<file path="src/hw/rtl/pmmcg_pkg.sv">
// pmmcg_pkg: shared types and constants for the prime modulus MCG block.
// No dependencies. Used by controller, datapath and top level.
package pmmcg_pkg;

   localparam int WORD_W      = 64;
   localparam int SEED_HIGH_W = 63;
   localparam int LIMB_W      = 32;
   localparam int ACC_W       = 192;
   localparam int SUM_W       = 129;
   localparam int FOLD_W      = 8;
   localparam int FPROD_W     = WORD_W + FOLD_W;
   localparam int SEL_W       = 3;
   localparam int SHIFT_W     = 3;

   // m = 2^128 - 159, folded as 159*H + L
   localparam logic [FOLD_W-1:0] MOD_FOLD      = 8'd159;
   localparam logic [WORD_W-1:0] MOD_LOW_LIMIT = 64'hFFFF_FFFF_FFFF_FF61;
   localparam logic [WORD_W-1:0] MULT_RESET    = 64'd17914599225194756760;
   localparam logic [SEL_W-1:0]  SEL_LAST      = 3'd7;

   typedef enum logic [2:0] {
      ST_IDLE,
      ST_MUL,
      ST_ACC,
      ST_FOLD,
      ST_REDUCE,
      ST_DELIVER
   } state_type;

   typedef struct packed {
      logic             load_seed;
      logic             clear_acc;
      logic             mul_issue;
      logic [SEL_W-1:0] mul_sel;
      logic             acc_add;
      logic             fold;
      logic             reduce;
      logic             out_low;
      logic             out_high;
   } cmd_type;

endpackage

</file>
<file path="src/hw/rtl/pmmcg_controller.sv">
// pmmcg_controller: sequencer for draws and seed loads, phase bit and
// result valid flag. Depends on pmmcg_pkg.
module pmmcg_controller (
   input  logic               clock,
   input  logic               reset,
   input  logic               req_valid,
   input  logic               req_mode,
   input  logic               rsp_stall,
   output logic               req_stall,
   output logic               rsp_valid,
   output pmmcg_pkg::cmd_type cmd
);
   import pmmcg_pkg::*;

   state_type         state_ff, state_in;
   logic [SEL_W-1:0]  cnt_ff, cnt_in;
   logic              low_phase_ff, low_phase_in;
   logic              rsp_valid_ff, rsp_valid_in;
   logic              slot_free;
   logic              accept;

   assign slot_free = !rsp_valid_ff || !rsp_stall;
   assign req_stall = (state_ff != ST_IDLE) || (!req_mode && !low_phase_ff && !slot_free);
   assign accept    = req_valid && !req_stall;

   always_comb begin
      state_in     = state_ff;
      cnt_in       = cnt_ff;
      low_phase_in = low_phase_ff;
      rsp_valid_in = rsp_valid_ff && rsp_stall;
      cmd          = '0;
      cmd.mul_sel  = cnt_ff;
      case (state_ff)
         ST_IDLE: begin
            if (accept) begin
               if (req_mode) begin
                  cmd.load_seed = 1'b1;
                  low_phase_in  = 1'b1;
               end else if (low_phase_ff) begin
                  cmd.clear_acc = 1'b1;
                  cnt_in        = '0;
                  low_phase_in  = 1'b0;
                  state_in      = ST_MUL;
               end else begin
                  cmd.out_high  = 1'b1;
                  rsp_valid_in  = 1'b1;
                  low_phase_in  = 1'b1;
               end
            end
         end
         ST_MUL: begin
            cmd.mul_issue = 1'b1;
            cmd.acc_add   = (cnt_ff != '0);
            cnt_in        = cnt_ff + 1'b1;
            if (cnt_ff == SEL_LAST) begin
               state_in = ST_ACC;
            end
         end
         ST_ACC: begin
            cmd.acc_add = 1'b1;
            state_in    = ST_FOLD;
         end
         ST_FOLD: begin
            cmd.fold = 1'b1;
            state_in = ST_REDUCE;
         end
         ST_REDUCE: begin
            cmd.reduce = 1'b1;
            state_in   = ST_DELIVER;
         end
         ST_DELIVER: begin
            if (slot_free) begin
               cmd.out_low  = 1'b1;
               rsp_valid_in = 1'b1;
               state_in     = ST_IDLE;
            end
         end
         default: begin
            state_in = ST_IDLE;
         end
      endcase
   end

   always_ff @(posedge clock) begin
      if (reset) begin
         state_ff     <= ST_IDLE;
         cnt_ff       <= '0;
         low_phase_ff <= 1'b1;
         rsp_valid_ff <= 1'b0;
      end else begin
         state_ff     <= state_in;
         cnt_ff       <= cnt_in;
         low_phase_ff <= low_phase_in;
         rsp_valid_ff <= rsp_valid_in;
      end
   end

   assign rsp_valid = rsp_valid_ff;

endmodule

</file>
<file path="config.mk">
export PLATFORM = sky130hd
export DESIGN_NAME = pmmcg_controller
export DESIGN_NICKNAME = d
export VERILOG_FILES = /design/src/hw/rtl/pmmcg_pkg.sv /design/src/hw/rtl/pmmcg_controller.sv
export SDC_FILE = /design/constraint.sdc
export NUM_CORES = 1
export LEC_CHECK = 0
export BUFFER_PORTS_ARGS = -buffer_cell sky130_fd_sc_hd__clkbuf_2
export CORE_MARGIN = 2
export CORE_UTILIZATION = 30
export CTS_BUF_LIST = sky130_fd_sc_hd__clkbuf_16
export DETAILED_ROUTE_END_ITERATION = 6
export PLACE_DENSITY = 0.62
export SETUP_SLACK_MARGIN = 0.3
export SKIP_CTS_REPAIR_TIMING = 1
export SLEW_MARGIN = 30
export SYNTH_ARGS = -nofsm -noshare
export SYNTH_HDL_FRONTEND = slang
export SYNTH_SLANG_ARGS = --single-unit
export TNS_END_PERCENT = 100
</file>
<file path="constraint.sdc">
create_clock -name clock -period 2.3 [get_ports clock]
set_clock_uncertainty 0.1 [all_clocks]
set_input_delay 0.46 -clock clock [delete_from_list [all_inputs] [get_ports clock]]
set_output_delay 0.46 -clock clock [all_outputs]
set_load 0.1 [all_outputs]
</file>
# ---- After elaboration in Yosys (flattened, before gate mapping)
# Cells that the tools add are included.
dict set report totals {
  regBits 8
  in_bits 5
  out_inout_bits 13
}
dict set report op_classes {
  reduce_logical 19
  muxes 31
  addsub 1
  n_eq_ne 11
}
# cell count
set op_table {}
lappend op_table {{3-bit 2-to-1 mux} 8}
lappend op_table {{3-bit case mux with 6 select lines} 1}
lappend op_table {{1-bit 2-to-1 mux} 17}
lappend op_table {{2-bit != test, second input constant} 5}
lappend op_table {{3-bit equality test, second input constant} 3}
lappend op_table {{3-bit by 2-bit equality test with 1-bit output, second input constant} 2}
lappend op_table {{1-bit logical NOT} 6}
lappend op_table {{3-bit case mux with 2 select lines} 1}
lappend op_table {{3-bit nonzero test} 2}
lappend op_table {{5-bit AND reduction} 1}
lappend op_table {{1-bit logical AND} 4}
lappend op_table {{2-bit 2-to-1 mux} 2}
lappend op_table {{1-bit case mux with 2 select lines} 2}
lappend op_table {{4-bit AND reduction} 1}
lappend op_table {{3-bit by 1-bit adder with 3-bit output, second input constant} 1}
lappend op_table {{3-bit by 1-bit equality test with 1-bit output, second input constant} 1}
lappend op_table {{3-bit logical NOT} 1}
lappend op_table {{1-bit logical OR} 2}
lappend op_table {{2-bit AND reduction} 1}
lappend op_table {{2-bit nonzero test} 1}

# ---- Longest topological paths before layout
dict set report depth {
  ltp_word 9
  depth_mapped 5
}

# ---- Least setup slack after synthesis
# OpenSTA, ideal clock, no wires.
dict set report synth_path {
  kind {input port to output port}
  startpoint {input req_mode}
  endpoint {output cmd[9] (netlist bit)}
  slack_ns -1.765
  n_path_buf 0
  t_arrival_ns 3.505
  path_stages 2
  path_cell_list {nand3b_1 > nor4_1}
}
# item line_no
set synth_lines {}
lappend synth_lines {{start, declared} pmmcg_controller.sv:7} ;# input logic req_mode,
lappend synth_lines {{end, declared} pmmcg_controller.sv:11} ;# output pmmcg_pkg::cmd_type cmd

==> qor.yml <==
fmax_mhz: 427
dpl.cell_count: 98
die_w_um: 44.2
dieArea_mm2: 0.00195
total_leakage_power_uw: 0.000391
fillers: 118
cap_violations: 0
drive_gt1_share_pct: 56.8
routed_wl_um: 1470
cp_data_arrival_time_ns: 1.78
layout_common_cells: "clkbuf_2 (8), buf_12 (7), buf_4 (6)"
grt_max_degree: 14
synth.avg_cell_area_um2: 7.57
ys.flop_type: "dfxtp_1"
path_max_fanout: 3
final_common_cell: "clkbuf_2"
finalHoldViolations: 0
core_area_mm2: 0.00151
dpl-instance-area_um2: 856
reg2reg_depth: 4
required_ns: 1.74
worstSetupPathType: "reg2out"
critical_path.slowest_cell: "or4b_4"
synth_nets: 72
firstDrtPassIters: 4
min_path_type: "in2reg"
fin_area_um2: 965
rsz0062_at_grt: "yes"
cts_inserted_buffers: 3
ys_ff_latch: 8
reg2reg_slack_ns: 0.67
clock_latency_ns: 0.23
clock_path_buffers: 2
ys_types: 24
nNetsFinal: 97
syn_inst: 64
die_h_um: 44.2
hp-start: "reset"
cts_tree: "built"
synthArstFlopShare_pct: 0
crit_path_start: "state_ff[2]"
via_count: 564
ant_nets: 0
fin_crit_ns: 2.34
via_per_inst: 5.42
crit_path_max_incr_delay_ns: 0.54
worstSetupEndpointType: "output pin"
grt_pass1_vias: 511
reg2reg_from: "low_phase_ff"
hold_ws_ns: 0.428
r2r-end: "cnt_ff[0]"
period_share_pct: 102
dp_hpwl_um: 1020
routabilityCongestion: 0.761
power.density_mw_per_mm2: 628
yosysWarnings: 0
ys_seq_area_share_pct: 33.1
groute.usage.overall_pct: 16.7
clk_pin_slew_worst_paths_ns: 0.04
violations: "negative setup slack"
numPortBuffers: 17
antenna_found_initial: 0
antenna_cells: 0
syn_area_um2: 484
io_pins: 18
max-vdd-ir-drop_mv: 0.369
drt_iter0_drc: 14
crit_end: "cmd[0]"
worst_slew_pin_slew_ns: 0.539
ctsRootBufferMaster: "clkbuf_16"
num_rows: 14
area_delta_synth_final_pct: 99.2
grt_overflow: 0
p_total_uw: 606
critical_path.startpoint_type: "register"
finalSetupViolCount: 1
grt_first_pass_wirelength_um: 2340
instances_no_fill: 104
slew_headroom_pct: 64.2
initial_core_util_pct: 32.1
status: "complete, but fails checks"
htreeDepth: 1
maxSlewViolCount: 0
clkSinkCount: 8
crit_chain: "or4b_4 > or3_4 > a21oi_4 > buf_12"
setup_ws_ns: -0.0438
synth-edff-count: 0
wl_per_cell_um: 14.1
drc_errors: 0
## worst min path at each step
stage,to,slack [ns],cells past startpoint
4_1_cts,cnt_ff[2],0.43,2
3_3_place_gp,cnt_ff[2],0.42,2
3_5_place_dp,cnt_ff[2],0.43,2
6_report,state_ff[2],0.43,2
5_1_grt,cnt_ff[1],0.46,2
2_1_floorplan,low_phase_ff,0.45,2
## where the power goes
group          switching, µW  internal, µW
combinational            101          53.1
sequential              7.52           143
clock                   74.6           227
## worst max-delay path: cells and delay by family, from the launching register on
kind | cells | cell delay, ns
DFF | 1 | 0.31
AOI/OAI and AO/OA | 1 | 0.15
buffers and inverters | 1 | 0.19
and+or+nand+nor | 2 | 0.90
## through the flow
stage	setup slack (ns)	setup TNS, ns	util (%)
2_1_floorplan	-0.0712	-0.0712	-
3_3_place_gp	0.0413	0	56.8
3_5_place_dp	-0.00585	-0.00585	56.8
4_1_cts	-0.0433	-0.0433	62.0
5_1_grt	-0.0900	-0.0900	64.0
6_report	-0.0438	-0.0438	64.0
## kinds of logic after synthesis
logic type / after synthesis / share of synthesized area (%)
buffers and inverters: 10 / 7.75
AOI/OAI and AO/OA: 19 / 24.0
and+or+nand+nor: 24 / 27.4
adders and majority gates: 3 / 7.75
DFF: 8 / 33.1
## per-layer routing
layer	part of all wire, %	GRT usage, %	wire length (µm)	vias up
li1	-	-	-	281
met2	49	25.6	715	14
met3	4.2	4.08	62	2
met1	46	22.1	683	267
met4	0.61	7.27	9	0
met5	0	0	0	-
## synth_stat cells (2+ instances only)
master | number | area, µm²
clkbuf_1 | 4 | 15.0
inv_1 | 6 | 22.5
nand2_1 | 6 | 22.5
nand3_1 | 2 | 10.0
dfxtp_1 | 8 | 160
nor3_1 | 3 | 15.0
a31oi_1 | 4 | 25.0
nand3b_1 | 2 | 15.0
a21oi_1 | 6 | 30.0
ha_1 | 3 | 37.5
o21ai_0 | 4 | 20.0
nor2_1 | 3 | 11.3
nor4_1 | 2 | 12.5
## registers in the layout, summed over array words and instances (netlist names)
| signal | flops |
|---|---|
| cnt_ff | 3 |
| state_ff | 3 |
| low_phase_ff | 1 |
| rsp_valid | 1 |
## final cells by class
class	instances	area (µm²)	share of cell area (%)
clock buffers	3	75.1	7.78
clock inverters	1	3.75	0.389
inverters	6	25.0	2.59
multi-input cells	46	418	43.3
flip-flops and latches	8	174	18.0
well taps	16	20.0	2.08
repair buffers	24	249	25.8
(Power assumes the default switching activity.)
